## src/hdl/hfir_pkg.sv

```systemverilog
// ----------------------------------------------------------------------------
// hfir_pkg: shared types and constants of the horizontal luma filter
// Field widths, register indexes and the controller/datapath interface.
// ----------------------------------------------------------------------------
package hfir_pkg;

  // Field and arithmetic widths
  localparam int PIX_W     = 8;
  localparam int WT_W      = 8;
  localparam int NTAPS     = 5;
  localparam int TAP_IDX_W = 3;
  localparam int PROD_W    = WT_W + PIX_W + 1;
  localparam int ACC_W     = 19;
  localparam int MAG_W     = ACC_W - 1;
  localparam int WSUM_W    = 11;
  localparam int DIV_W     = 10;
  localparam int DSTEP_W   = 5;
  localparam int LW_W      = 13;
  localparam int CFG_W     = 13;
  localparam int CFG_IDX_W = 3;

  localparam int MAX_LINE_WIDTH_DEF = 4096;
  localparam int LINE_WIDTH_RESET   = 640;
  localparam logic [PIX_W-1:0] PIX_MAX = 8'd255;

  // Register indexes
  localparam logic [CFG_IDX_W-1:0] REG_ENABLE = 3'd0;
  localparam logic [CFG_IDX_W-1:0] REG_WIDTH  = 3'd1;
  localparam logic [CFG_IDX_W-1:0] REG_TAP0   = 3'd2;
  localparam logic [CFG_IDX_W-1:0] REG_TAP1   = 3'd3;
  localparam logic [CFG_IDX_W-1:0] REG_TAP2   = 3'd4;
  localparam logic [CFG_IDX_W-1:0] REG_TAP3   = 3'd5;
  localparam logic [CFG_IDX_W-1:0] REG_TAP4   = 3'd6;

  // Source of the word loaded into the output register
  typedef enum logic [1:0] {
    SEL_CENTER = 2'd0,
    SEL_W0     = 2'd1,
    SEL_CUR    = 2'd2
  } hfir_sel_t;

  // Controller to datapath commands
  typedef struct packed {
    logic      capture;
    logic      mac_step;
    logic      div_setup;
    logic      div_step;
    logic      load_out;
    hfir_sel_t out_sel;
    logic      shift;
  } hfir_cmd_t;

  // Datapath to controller status
  typedef struct packed {
    logic col_last;
    logic col_ge4;
    logic col_lt2;
    logic filter_on;
    logic item_last;
    logic mac_done;
    logic div_done;
    logic out_free;
  } hfir_sts_t;

endpackage

```

## src/hdl/hfir_dp.sv

```systemverilog
// ----------------------------------------------------------------------------
// hfir_dp: datapath of the horizontal luma filter
// Config registers, pixel window, column counter, serial MAC, restoring
// divider, clamp and the output register.
// ----------------------------------------------------------------------------
module hfir_dp #(
  parameter int MAX_LINE_WIDTH = hfir_pkg::MAX_LINE_WIDTH_DEF
) (
  input  logic                           clk,
  input  logic                           rst_n,
  input  hfir_pkg::hfir_cmd_t            cmd,
  output hfir_pkg::hfir_sts_t            sts,
  input  logic [hfir_pkg::PIX_W-1:0]     pixel_in,
  input  logic                           frame_end_in,
  input  logic                           out_stall,
  output logic                           out_valid,
  output logic [hfir_pkg::PIX_W-1:0]     pixel_out,
  output logic                           row_last,
  output logic                           frame_last,
  input  logic                           cfg_we,
  input  logic [hfir_pkg::CFG_IDX_W-1:0] cfg_index,
  input  logic [hfir_pkg::CFG_W-1:0]     cfg_data
);
  import hfir_pkg::*;

  localparam int CW = $clog2(MAX_LINE_WIDTH);
  localparam int EW = (CW + 1 > LW_W) ? CW + 1 : LW_W;

  // Configuration
  logic                    en_r;
  logic [LW_W-1:0]         lw_r;
  logic signed [WT_W-1:0]  wt_r [NTAPS];

  // Pixel state
  logic [PIX_W-1:0]        win_r [4];
  logic [PIX_W-1:0]        cur_r;
  logic                    fend_r;
  logic                    last_r;
  logic [CW-1:0]           col_r;

  // Arithmetic
  logic [TAP_IDX_W-1:0]    k_r;
  logic signed [ACC_W-1:0] acc_r;
  logic signed [WSUM_W-1:0] wsum_r;
  logic [DIV_W-1:0]        dvs_r;
  logic [DIV_W-1:0]        rem_r;
  logic [MAG_W-1:0]        quo_r;
  logic                    neg_r;
  logic [DSTEP_W-1:0]      dcnt_r;

  // Output register
  logic                    out_valid_r;
  logic [PIX_W-1:0]        out_pix_r;
  logic                    out_rl_r;
  logic                    out_fl_r;

  // Combinational helpers
  logic [EW-1:0]            lw_ext, wmax, weff, col_ext;
  logic [PIX_W-1:0]         tap_pix;
  logic signed [WT_W-1:0]   tap_wt;
  logic signed [PROD_W-1:0] prod;
  logic signed [WSUM_W-1:0] wabs;
  logic [DIV_W:0]           trial, trial_sub;
  logic                     qbit;
  logic [PIX_W-1:0]         filt, center;
  logic [PIX_W-1:0]         sel_pix;
  logic                     sel_rl, sel_fl;

  // Effective width and column decisions
  always_comb begin
    lw_ext  = EW'(lw_r);
    wmax    = EW'(MAX_LINE_WIDTH);
    col_ext = EW'(col_r);
    if (lw_ext < EW'(4)) begin
      weff = EW'(4);
    end else if (lw_ext > wmax) begin
      weff = wmax;
    end else begin
      weff = lw_ext;
    end
  end

  assign sts.col_last  = col_ext >= (weff - EW'(1));
  assign sts.col_ge4   = col_ext >= EW'(4);
  assign sts.col_lt2   = col_ext < EW'(2);
  assign sts.filter_on = en_r;
  assign sts.item_last = last_r;
  assign sts.mac_done  = k_r == TAP_IDX_W'(NTAPS - 1);
  assign sts.div_done  = dcnt_r == DSTEP_W'(MAG_W - 1);
  assign sts.out_free  = !out_valid_r || !out_stall;

  // Write configuration registers
  always_ff @(posedge clk) begin
    if (!rst_n) begin
      en_r     <= 1'b0;
      lw_r     <= LW_W'(LINE_WIDTH_RESET);
      wt_r[0]  <= '0;
      wt_r[1]  <= '0;
      wt_r[2]  <= WT_W'(1);
      wt_r[3]  <= '0;
      wt_r[4]  <= '0;
    end else if (cfg_we) begin
      case (cfg_index)
        REG_ENABLE: en_r    <= cfg_data[0];
        REG_WIDTH:  lw_r    <= cfg_data[LW_W-1:0];
        REG_TAP0:   wt_r[0] <= cfg_data[WT_W-1:0];
        REG_TAP1:   wt_r[1] <= cfg_data[WT_W-1:0];
        REG_TAP2:   wt_r[2] <= cfg_data[WT_W-1:0];
        REG_TAP3:   wt_r[3] <= cfg_data[WT_W-1:0];
        REG_TAP4:   wt_r[4] <= cfg_data[WT_W-1:0];
        default: ;
      endcase
    end
  end

  // Capture the word, advance the column, shift the window at item end
  always_ff @(posedge clk) begin
    if (!rst_n) begin
      col_r <= '0;
      for (int i = 0; i < 4; i++) win_r[i] <= '0;
    end else begin
      if (cmd.capture) begin
        col_r <= sts.col_last ? '0 : col_r + CW'(1);
      end
      if (cmd.shift) begin
        win_r[3] <= win_r[2];
        win_r[2] <= win_r[1];
        win_r[1] <= win_r[0];
        win_r[0] <= cur_r;
      end
    end
  end

  always_ff @(posedge clk) begin
    if (cmd.capture) begin
      cur_r  <= pixel_in;
      fend_r <= frame_end_in;
      last_r <= sts.col_last;
    end
  end

  // Select one tap per MAC step
  always_comb begin
    unique case (k_r)
      3'd0:    tap_pix = win_r[3];
      3'd1:    tap_pix = win_r[2];
      3'd2:    tap_pix = win_r[1];
      3'd3:    tap_pix = win_r[0];
      default: tap_pix = cur_r;
    endcase
    tap_wt = wt_r[k_r];
    prod   = tap_wt * $signed({1'b0, tap_pix});
    wabs   = wsum_r[WSUM_W-1] ? -wsum_r : wsum_r;
    trial  = {rem_r, quo_r[MAG_W-1]};
    trial_sub = trial - {1'b0, dvs_r};
    qbit   = trial >= {1'b0, dvs_r};
  end

  // Accumulate the weighted sum and the weight sum
  always_ff @(posedge clk) begin
    if (cmd.capture) begin
      k_r    <= '0;
      acc_r  <= '0;
      wsum_r <= '0;
    end else if (cmd.mac_step) begin
      k_r    <= k_r + TAP_IDX_W'(1);
      acc_r  <= acc_r + {{(ACC_W-PROD_W){prod[PROD_W-1]}}, prod};
      wsum_r <= wsum_r + {{(WSUM_W-WT_W){tap_wt[WT_W-1]}}, tap_wt};
    end
  end

  // Restoring division by the weight-sum magnitude, one quotient bit per cycle
  always_ff @(posedge clk) begin
    if (cmd.div_setup) begin
      dvs_r  <= (wabs == '0) ? DIV_W'(1) : wabs[DIV_W-1:0];
      quo_r  <= acc_r[MAG_W-1:0];
      neg_r  <= acc_r[ACC_W-1];
      rem_r  <= '0;
      dcnt_r <= '0;
    end else if (cmd.div_step) begin
      rem_r  <= qbit ? trial_sub[DIV_W-1:0] : trial[DIV_W-1:0];
      quo_r  <= {quo_r[MAG_W-2:0], qbit};
      dcnt_r <= dcnt_r + DSTEP_W'(1);
    end
  end

  // Clamp the quotient; a negative sum clamps to zero
  always_comb begin
    if (neg_r) begin
      filt = '0;
    end else if (|quo_r[MAG_W-1:PIX_W]) begin
      filt = PIX_MAX;
    end else begin
      filt = quo_r[PIX_W-1:0];
    end
    center = en_r ? filt : win_r[1];
  end

  // Output word mux
  always_comb begin
    sel_pix = center;
    sel_rl  = 1'b0;
    sel_fl  = 1'b0;
    unique case (cmd.out_sel)
      SEL_CENTER: sel_pix = center;
      SEL_W0:     sel_pix = win_r[0];
      SEL_CUR: begin
        sel_pix = cur_r;
        sel_rl  = last_r;
        sel_fl  = last_r & fend_r;
      end
      default:    sel_pix = center;
    endcase
  end

  // Output register: load when free, drop valid once taken
  always_ff @(posedge clk) begin
    if (!rst_n) begin
      out_valid_r <= 1'b0;
    end else if (cmd.load_out) begin
      out_valid_r <= 1'b1;
    end else if (!out_stall) begin
      out_valid_r <= 1'b0;
    end
  end

  always_ff @(posedge clk) begin
    if (cmd.load_out) begin
      out_pix_r <= sel_pix;
      out_rl_r  <= sel_rl;
      out_fl_r  <= sel_fl;
    end
  end

  assign out_valid  = out_valid_r;
  assign pixel_out  = out_pix_r;
  assign row_last   = out_rl_r;
  assign frame_last = out_fl_r;

endmodule

```

## src/hdl/hfir_ctrl.sv

```systemverilog
// ----------------------------------------------------------------------------
// hfir_ctrl: sequencer of the horizontal luma filter
// Walks one word through capture, MAC, divide, result emission and the
// window shift, and drives the input stall.
// ----------------------------------------------------------------------------
module hfir_ctrl (
  input  logic                clk,
  input  logic                rst_n,
  input  logic                in_valid,
  output logic                in_stall,
  input  hfir_pkg::hfir_sts_t sts,
  output hfir_pkg::hfir_cmd_t cmd
);
  import hfir_pkg::*;

  typedef enum logic [7:0] {
    ST_IDLE     = 8'b0000_0001,
    ST_MAC      = 8'b0000_0010,
    ST_DSET     = 8'b0000_0100,
    ST_DIV      = 8'b0000_1000,
    ST_EMIT_C   = 8'b0001_0000,
    ST_EMIT_W0  = 8'b0010_0000,
    ST_EMIT_CUR = 8'b0100_0000,
    ST_SHIFT    = 8'b1000_0000
  } hfir_state_t;

  hfir_state_t state_r, state_nxt;

  always_ff @(posedge clk) begin
    if (!rst_n) begin
      state_r <= ST_IDLE;
    end else begin
      state_r <= state_nxt;
    end
  end

  assign in_stall = state_r != ST_IDLE;

  // Next state and commands
  always_comb begin
    state_nxt     = state_r;
    cmd           = '0;
    cmd.out_sel   = SEL_CENTER;
    unique case (state_r)
      ST_IDLE: begin
        if (in_valid) begin
          cmd.capture = 1'b1;
          priority if (sts.col_ge4 && sts.filter_on) begin
            state_nxt = ST_MAC;
          end else if (sts.col_ge4) begin
            state_nxt = ST_EMIT_C;
          end else if (sts.col_last) begin
            state_nxt = ST_EMIT_W0;
          end else if (sts.col_lt2) begin
            state_nxt = ST_EMIT_CUR;
          end else begin
            state_nxt = ST_SHIFT;
          end
        end
      end
      ST_MAC: begin
        cmd.mac_step = 1'b1;
        if (sts.mac_done) state_nxt = ST_DSET;
      end
      ST_DSET: begin
        cmd.div_setup = 1'b1;
        state_nxt     = ST_DIV;
      end
      ST_DIV: begin
        cmd.div_step = 1'b1;
        if (sts.div_done) state_nxt = ST_EMIT_C;
      end
      ST_EMIT_C: begin
        cmd.out_sel = SEL_CENTER;
        if (sts.out_free) begin
          cmd.load_out = 1'b1;
          state_nxt    = sts.item_last ? ST_EMIT_W0 : ST_SHIFT;
        end
      end
      ST_EMIT_W0: begin
        cmd.out_sel = SEL_W0;
        if (sts.out_free) begin
          cmd.load_out = 1'b1;
          state_nxt    = ST_EMIT_CUR;
        end
      end
      ST_EMIT_CUR: begin
        cmd.out_sel = SEL_CUR;
        if (sts.out_free) begin
          cmd.load_out = 1'b1;
          state_nxt    = ST_SHIFT;
        end
      end
      ST_SHIFT: begin
        cmd.shift = 1'b1;
        state_nxt = ST_IDLE;
      end
      default: state_nxt = ST_IDLE;
    endcase
  end

  // Checks
  a_load_free: assert property (@(posedge clk) disable iff (!rst_n)
    cmd.load_out |-> sts.out_free)
    else $error("output register loaded while a word is held");

  a_capture_busy: assert property (@(posedge clk) disable iff (!rst_n)
    (rst_n && cmd.capture) |=> in_stall)
    else $error("input not stalled after capture");

  a_div_to_emit: assert property (@(posedge clk) disable iff (!rst_n)
    (rst_n && cmd.div_step && sts.div_done) |=> (state_r == ST_EMIT_C))
    else $error("divide did not hand over to center emission");

  a_shift_once: assert property (@(posedge clk) disable iff (!rst_n)
    (rst_n && cmd.shift) |=> !cmd.shift && !in_stall)
    else $error("window shift not followed by idle");

  a_one_cmd: assert property (@(posedge clk) disable iff (!rst_n)
    $onehot0({cmd.capture, cmd.mac_step, cmd.div_setup, cmd.div_step,
              cmd.load_out, cmd.shift}))
    else $error("more than one datapath command at once");

endmodule

```

## src/hdl/horizontal_5tap_luma_fir_core.sv

```systemverilog
// ----------------------------------------------------------------------------
// horizontal_5tap_luma_fir_core: horizontal five-tap luma filter
// Streams 8-bit luma in row order, filters the inner pixels of each row.
//
// Input channel (in_valid / in_stall): one pixel word per accept, with
// a frame end flag that counts only on the last pixel of a row.
// Output channel (out_valid / out_stall): filtered or copied pixels in
// row order with row and frame end flags; a word is taken when out_valid
// is high and out_stall is low.
// Config channel (cfg_valid / cfg_ready, always ready): index 0 enable,
// 1 line width, 2..6 tap weights. Write only while the block is idle.
// Sequence: one pixel in flight at a time. A filtered pixel passes through
// accept, 5 MAC steps, divider setup, 18 divide steps (one quotient
// bit each), emit and window shift. Copied or silent pixels skip the MAC
// and divider; a row end emits its extra results in turn. The first
// result shows in the output register the cycle after it is loaded.
// A stalled receiver holds the output word and the sequencer, which
// stalls the input in turn. Reset clears the window, column counter and
// config registers to their defaults; no clearing pass is needed.
// ----------------------------------------------------------------------------
module horizontal_5tap_luma_fir_core #(
  parameter int MAX_LINE_WIDTH = hfir_pkg::MAX_LINE_WIDTH_DEF
) (
  input  logic                           clk,
  input  logic                           rst_n,
  input  logic                           in_valid,
  output logic                           in_stall,
  input  logic [hfir_pkg::PIX_W-1:0]     in_pixel_in,
  input  logic                           in_frame_end_in,
  output logic                           out_valid,
  input  logic                           out_stall,
  output logic [hfir_pkg::PIX_W-1:0]     out_pixel_out,
  output logic                           out_row_last,
  output logic                           out_frame_last,
  input  logic                           cfg_valid,
  output logic                           cfg_ready,
  input  logic [hfir_pkg::CFG_IDX_W-1:0] cfg_index,
  input  logic [hfir_pkg::CFG_W-1:0]     cfg_data
);
  import hfir_pkg::*;

  hfir_cmd_t cmd;
  hfir_sts_t sts;

  assign cfg_ready = 1'b1;

  hfir_ctrl u_ctrl (
    .clk      (clk),
    .rst_n    (rst_n),
    .in_valid (in_valid),
    .in_stall (in_stall),
    .sts      (sts),
    .cmd      (cmd)
  );

  hfir_dp #(
    .MAX_LINE_WIDTH (MAX_LINE_WIDTH)
  ) u_dp (
    .clk          (clk),
    .rst_n        (rst_n),
    .cmd          (cmd),
    .sts          (sts),
    .pixel_in     (in_pixel_in),
    .frame_end_in (in_frame_end_in),
    .out_stall    (out_stall),
    .out_valid    (out_valid),
    .pixel_out    (out_pixel_out),
    .row_last     (out_row_last),
    .frame_last   (out_frame_last),
    .cfg_we       (cfg_valid & cfg_ready),
    .cfg_index    (cfg_index),
    .cfg_data     (cfg_data)
  );

endmodule
```

## config.mk

```make
export PLATFORM = sky130hd
export DESIGN_NAME = horizontal_5tap_luma_fir_core
export DESIGN_NICKNAME = d
export VERILOG_FILES = /design/src/hdl/hfir_pkg.sv /design/src/hdl/hfir_dp.sv /design/src/hdl/hfir_ctrl.sv /design/src/hdl/horizontal_5tap_luma_fir_core.sv
export SDC_FILE = /design/constraint.sdc
export NUM_CORES = 1
export LEC_CHECK = 0
export ABC_AREA = 0
export BUFFER_PORTS_ARGS = -buffer_cell sky130_fd_sc_hd__buf_2
export CAP_MARGIN = 20
export CORE_ASPECT_RATIO = 1.1
export CORE_UTILIZATION = 45
export CTS_CLUSTER_SIZE = 40
export DETAILED_ROUTE_END_ITERATION = 16
export PLACE_DENSITY_LB_ADDON = 0.3
export SLEW_MARGIN = 25
export SYNTH_ARGS = -nofsm -noshare
export SYNTH_HDL_FRONTEND = slang
export SYNTH_SLANG_ARGS = --single-unit
```

## constraint.sdc

```tcl
create_clock -name clk -period 12.53 [get_ports clk]
set_input_delay 0.6265 -clock clk [delete_from_list [all_inputs] [get_ports clk]]
set_output_delay 0.6265 -clock clk [all_outputs]
set_load 0.05 [all_outputs]
```

Word level (Yosys, flattened, before mapping)
Memories as Yosys holds them, arrays and structs flattened. A register that Yosys moved wholly into a read port is not among the register bits.
Index checks and enable logic that the tools add are counted.
{"block": "totals", "register_bits": 132, "ramBits": 72, "inputBits": 30, "out_inout_bits": 13, "word_cells": 156, "memories": 2}
{"block": "op_classes", "add_sub_neg": 8, "multipliers": 1, "magnitude_cmp": 6, "eq_ne": 29, "muxes": 69, "bitwise_logic": 10, "n_reduce_logical": 12}
{"memory": "u_dp.wt_r", "depth": 5, "word_bits": 8, "read_ports": 1, "rd_ports_with_merged_regs": 1, "wr": 5, "line_no": "hfir_dp.sv:32", "text": "logic signed [WT_W-1:0] wt_r [NTAPS];"}
{"memory": "u_dp.win_r", "depth": 4, "word_bits": 8, "read_ports": 4, "rd_ports_with_merged_regs": 0, "wr": 4, "line_no": "hfir_dp.sv:35", "text": "logic [PIX_W-1:0] win_r [4];"}
{"cell": "8-bit two-way mux", "count": 23}
{"cell": "8-bit one-hot mux with 7 select lines", "count": 1}
{"cell": "18-bit two-way mux", "count": 2}
{"cell": "1-bit two-way mux", "count": 33}
{"cell": "8-bit one-hot mux with 4 select lines", "count": 1}
{"cell": "13-bit two-way mux", "count": 2}
{"cell": "19-bit adder", "count": 1}
{"cell": "8-bit by 9-bit multiplier with 17-bit output", "count": 1}
{"cell": "8-bit one-hot mux with 2 select lines", "count": 1}
{"cell": "12-bit by 13-bit greater-or-equal comparator with 1-bit output", "count": 1}
{"cell": "13-bit greater-than comparator, second input constant", "count": 1}
{"cell": "13-bit by 3-bit less-than comparator with 1-bit output, second input constant", "count": 1}
{"cell": "13-bit by 1-bit subtractor with 13-bit output, second input constant", "count": 1}
{"cell": "12-bit by 1-bit adder with 12-bit output, second input constant", "count": 1}
{"cell": "3-bit by 2-bit equality test with 1-bit output, second input constant", "count": 4}
{"cell": "3-bit equality test, second input constant", "count": 4}
{"cell": "12-bit by 3-bit greater-or-equal comparator with 1-bit output, second input constant", "count": 1}
{"cell": "12-bit by 2-bit less-than comparator with 1-bit output, second input constant", "count": 1}
{"cell": "12-bit two-way mux", "count": 1}
{"cell": "2-bit inequality test, second input constant", "count": 6}
{"cell": "11-bit adder", "count": 1}
{"cell": "11-bit by 10-bit greater-or-equal comparator with 1-bit output", "count": 1}
{"cell": "11-bit zero test", "count": 1}
{"cell": "11-bit two-way mux", "count": 1}
{"cell": "other kinds (31)", "count": 44}

Depth between registers and ports, before layout
{"block": "logic_depth", "ltp_word": 10, "depth_mapped": 34, "ltp_nobuf": 32}

Hierarchy
From an unflattened synthesis, not the netlist that was laid out.
{"block": "hier_totals", "hier_cells": 1362, "area_unflattened_um2": 13499.2}
{"module": "hfir_dp", "n_inst": 1, "cells_each": 1278, "area_each_um2": 12846.1, "seq_area_each_um2": 5195.0}
{"module": "hfir_ctrl", "n_inst": 1, "cells_each": 82, "area_each_um2": 641.9, "seq_area_each_um2": 160.2}
{"module": "horizontal_5tap_luma_fir_core", "n_inst": 1, "cells_each": 2, "area_each_um2": 11.3, "seq_area_each_um2": 0.0}

Least setup slack after synthesis
No wires, ideal clock.
{"block": "synth_path", "path_kind": "reg-to-reg", "from": "register u_dp.k_r[2]", "to": "register u_dp.acc_r[18]", "setup_time_ps": 118, "arrival_time_ps": 6834, "required_time_ps": 12412, "path_slack_ps": 5577, "stages_incl_launch_ff": 31, "path_buffers": 2, "period_less_slack_ps": 6953, "path_cell_list": "dfxtp_1 > clkinv_1 > clkbuf_1 > ha_1 > clkbuf_1 > a22oi_1 > nand3_1 > o21ai_1 > nand2_1 > fa_1 > fa_1 > inv_1 > fa_1 > inv_1 > fa_1 > inv_1 > ha_1 > o21a_1 > o31a_1 > o21a_1 > nor2_1 > o21ai_0 > a21oi_1 > xnor2_1 > ha_1 > and4_1 > o211a_1 > a2111oi_2 > o311ai_1 > mux2_2 > mux2i_1"}
{"block": "synth_between", "elab_chain_cells": 4}
{"element": "from (decl)", "line_no": "hfir_dp.sv:42", "text": "logic [TAP_IDX_W-1:0] k_r;"}
{"element": "from (signal assigned)", "line_no": "hfir_dp.sv:166", "text": "k_r <= k_r + TAP_IDX_W'(1);"}
{"element": "3-bit by 2-bit equality test with 1-bit output (tied with other cells)", "line_no": "hfir_dp.sv:144", "text": "unique case (k_r)"}
{"element": "8-bit one-hot mux with 4 select lines (*)", "line_no": "hfir_dp.sv:144"}
{"element": "8-bit by 9-bit multiplier with 17-bit output (*)", "line_no": "hfir_dp.sv:152", "text": "prod = tap_wt * $signed({1'b0, tap_pix});"}
{"element": "19-bit adder (*)", "line_no": "hfir_dp.sv:167", "text": "acc_r <= acc_r + {{(ACC_W-PROD_W){prod[PROD_W-1]}}, prod};"}
{"element": "to (signal assigned)", "line_no": "hfir_dp.sv:167"}
{"element": "to (decl)", "line_no": "hfir_dp.sv:43", "text": "logic signed [ACC_W-1:0] acc_r;"}
Every way passes the cells marked *; elsewhere a longest branch is shown, timed or not.
A chain may end at the register's enable or synchronous reset.

==> flow_summary.yaml <==
outcome:
  status: "finished clean"
power_and_ir_drop:
  irDropWorstVdd_mv: 0.0884
  sequentialPowerShare: 0.388
  power-per-cell-area_nw_per_um2: 138
  p_int_w: 0.00138
  fin_total_pwr_w: 0.00202
  p_clk_frac: 0.351
  p_switching_w: 0.000640
  switching_share: 0.317
  p_leak_nw: 6.10
  comb_power_share: 0.261
clock_network:
  clkLatencyLatePin_ps: 540
  clockBufferDepth: 3
  clock_sinks: 207
  post_cts_buffers: 0
  postCtsHoldBufs: 0
  cts_root_buf: "clkbuf_16"
  htree_levels: 1
  tritoncts: "done"
  cts_made_buffers: 23
  cts.clk_slew.worst_paths_ps: 60
  ctsResizeCount: 0
synth:
  synth_edf_count: 121
  syn_inst: 1366
  ys_seq_area_frac: 0.403
  syn_area_sq_um: 13300
  ys_seq_elements: 207
  syn_nets: 1545
  yosysWarnings: 0
  synth_ff_type: "edfxtp_1"
  synth_area_leaders: "edfxtp_1 (27%), dfxtp_1 (13%), ha_1 (10%), fa_1 (6.0%), nand2_1 (4.2%)"
  syn_avg_cell_area_sq_um: 9.73
  async_flop_share: 0
  synth_top_area_cell: "edfxtp_1"
  synth_top_area_share: 0.273
  yosysUniqueCellTypes: 88
grt:
  grt_pass1_wl_um: 49800
  grt_usage: 0.205
  gr-total-overflow: 0
  grt_pass1_vias: 9718
  met2_usage: 0.349
  met1_usage: 0.266
  grt_max_degree: 44
  globalRoute.busiestLayer: "met2"
  antenna_found_initial: 0
  grt_util_met3: 0.0334
worst_setup_path:
  endpoint_kind: "flop"
  worstPathArrival_ps: 8120
  criticalPathCategory: "flop to flop"
  crit_fanout: 12
  start_kind: "flop"
  r2r_cells: 25
  crit_required_ps: 12940
timing:
  worst_pin_slew_ps: 953
  setup_viol: 0
  fmax_ghz: 0.130
  rsz0062_at_grt: "no"
  final_hold_viol_count: 0
  final_max_slew_viol_count: 0
  period_minus_slack_ps: 7710
  fin_crit_sh: 0.615
  finalSetupTns_ps: 0
  skew_ps: 24.2
  slew_headroom: 0.359
routing:
  via_count: 9885
  drc: 0
  wirelength_um: 30400
  drtIter0Drc: 649
  vias_per_cell: 5.55
  wire_per_inst_um: 17.1
  antenna_left: 0
  first_pass_iters: 7
placed_design:
  gp_congestion: 0.889
  hpwl_um: 22800
  port_buffers: 41
  dp.cells: 1738
floorplanning:
  die_y_um: 182
  rows: 65
  die_area_sq_um: 30200
  start_util: 0.460
  ios: 43
  die_w_um: 166
  core_sq_um: 28900
finish:
  instances_no_fill: 1780
  area_delta_synth_final_pct: 10.1
  antennaDiodeCount: 0
  drive_gt1_frac: 0.0921
  nNetsFinal: 1574
job:
  maxCapViolCount: 0
min_path:
  holdCritPathClass: "input port to flop"
  min_path_cells: 1
## state kept, by name, indices dropped and copies added (netlist names), 10 cells and up, named ones only
name,cells
u_dp.wt_r,40
u_dp.acc_r,19
u_dp.quo_r,18
u_dp.lw_ext,13
u_dp.wsum_r,11
u_dp.col_r,12
u_dp.dvs_r,10
u_dp.rem_r,10
u_dp.win_r,32
## logic make-up after synthesis
family                   synth area share
AO/OA/AOI/OAI                       0.148
XOR/XNOR                           0.0389
adder cells (fa/ha/maj)             0.163
buffers and inverters              0.0520
flip-flops                          0.403
multiplexers                       0.0280
other                            0.000282
AND/OR/NAND/NOR                     0.167
## cell type report
cell class | instances | area (sq um)
fill | 2583 | 14200
multi-input combinational | 984 | 7250
sequential | 207 | 5360
clock buffer | 25 | 583
inverter | 125 | 472
tap | 368 | 460
timing repair buffer | 54 | 303
clock inverter | 17 | 204
## synth_stat cells (3+ instances only)
cell	count
or3_1	6
nand4_1	13
or4_1	7
or2_2	3
o21bai_1	3
a2bb2oi_1	3
nor2b_1	9
and3_1	4
xor2_1	20
buf_2	9
inv_1	121
a22oi_1	27
o31ai_1	9
clkbuf_1	33
nor2_2	3
ha_1	109
a21o_1	25
a211o_1	5
mux2i_1	18
nor3_1	19
mux4_2	8
a21oi_1	78
o21ai_0	53
nand3b_1	4
o21ai_1	9
nand3_1	27
nand2b_1	21
nor2_1	108
buf_1	4
nand2_1	148
nor4_1	10
o21a_1	11
a31oi_1	10
fa_1	40
and2_1	48
xnor2_1	39
edfxtp_1	121
a211oi_1	30
dfxtp_1	86
nor3b_1	4
## worst paths after layout
path,start,endpoint,slack (ps)
worst max-delay path,flop,u_dp.acc_r[18]$_SDFFE_PP0P_,4820
worst min-delay path,in_frame_end_in,u_dp.fend_r$_DFFE_PP_,260
worst max register to register,flop,u_dp.acc_r[18]$_SDFFE_PP0P_,4820
worst min register to register,u_dp.rem_r[9]$_SDFFE_PP0P_,u_dp.rem_r[9]$_SDFFE_PP0P_,460
## power groups by stage
stage	Combinational, W	Sequential, W	Clock, W
after detailed placement	0.000524	0.000798	0
final	0.000527	0.000784	0.000707
after global routing	0.000597	0.000787	0.000753
after CTS	0.000529	0.000783	0.000725
after floorplan	0.000411	0.000787	0
after global placement	0.000514	0.000797	0
## placed cells by master, fill, tap and decap left out, types with 39 or more instances in the layout
cell type,netlist,final
ha_1,109,109
fa_1,40,40
xnor2_1,39,39
dfxtp_1,86,86
edfxtp_1,121,121
inv_1,121,121
buf_2,9,41
nor2_1,108,108
o21ai_0,53,53
nand2_1,148,148
a21oi_1,78,78
and2_1,48,48
## routing by layer
metal | vias to the layer above | wire length, um | part of all wire
met5 | - | 0 | 0
met4 | 0 | 950 | 0.031
met3 | 60 | 1560 | 0.051
met2 | 222 | 14300 | 0.47
met1 | 4722 | 13500 | 0.45
li1 | 4881 | - | -
## worst max-delay path, stage by stage, from the launching register on
cell and delay, ps:
dfxtp_1 660, mux4_2 560, mux2i_1 430, inv_1 330, nand2_1 170, fa_1 440, fa_1 550, inv_1 50
fa_1 540, inv_1 60, fa_1 520, inv_1 40, ha_1 330, inv_1 70, o21bai_1 100, a211oi_1 320
o21bai_1 120, xor2_1 160, ha_1 350, a21oi_1 320, a21oi_1 120, a211o_1 300, a2111oi_2 470, o311ai_1 160
mux2_2 300, mux2i_1 110
## per-stage QoR
step | setup WS [ps] | utilization | area [sq um] | hold WS [ps]
after global routing | 4300 | 0.507 | 14600 | 243
after floorplan | 5580 | - | 13300 | 426
final | 4820 | 0.507 | 14600 | 263
after CTS | 4810 | 0.507 | 14600 | 242
after global placement | 5070 | 0.479 | 13800 | 443
after detailed placement | 4870 | 0.479 | 13800 | 455
Note: power is estimated with default switching activity, not from simulation.
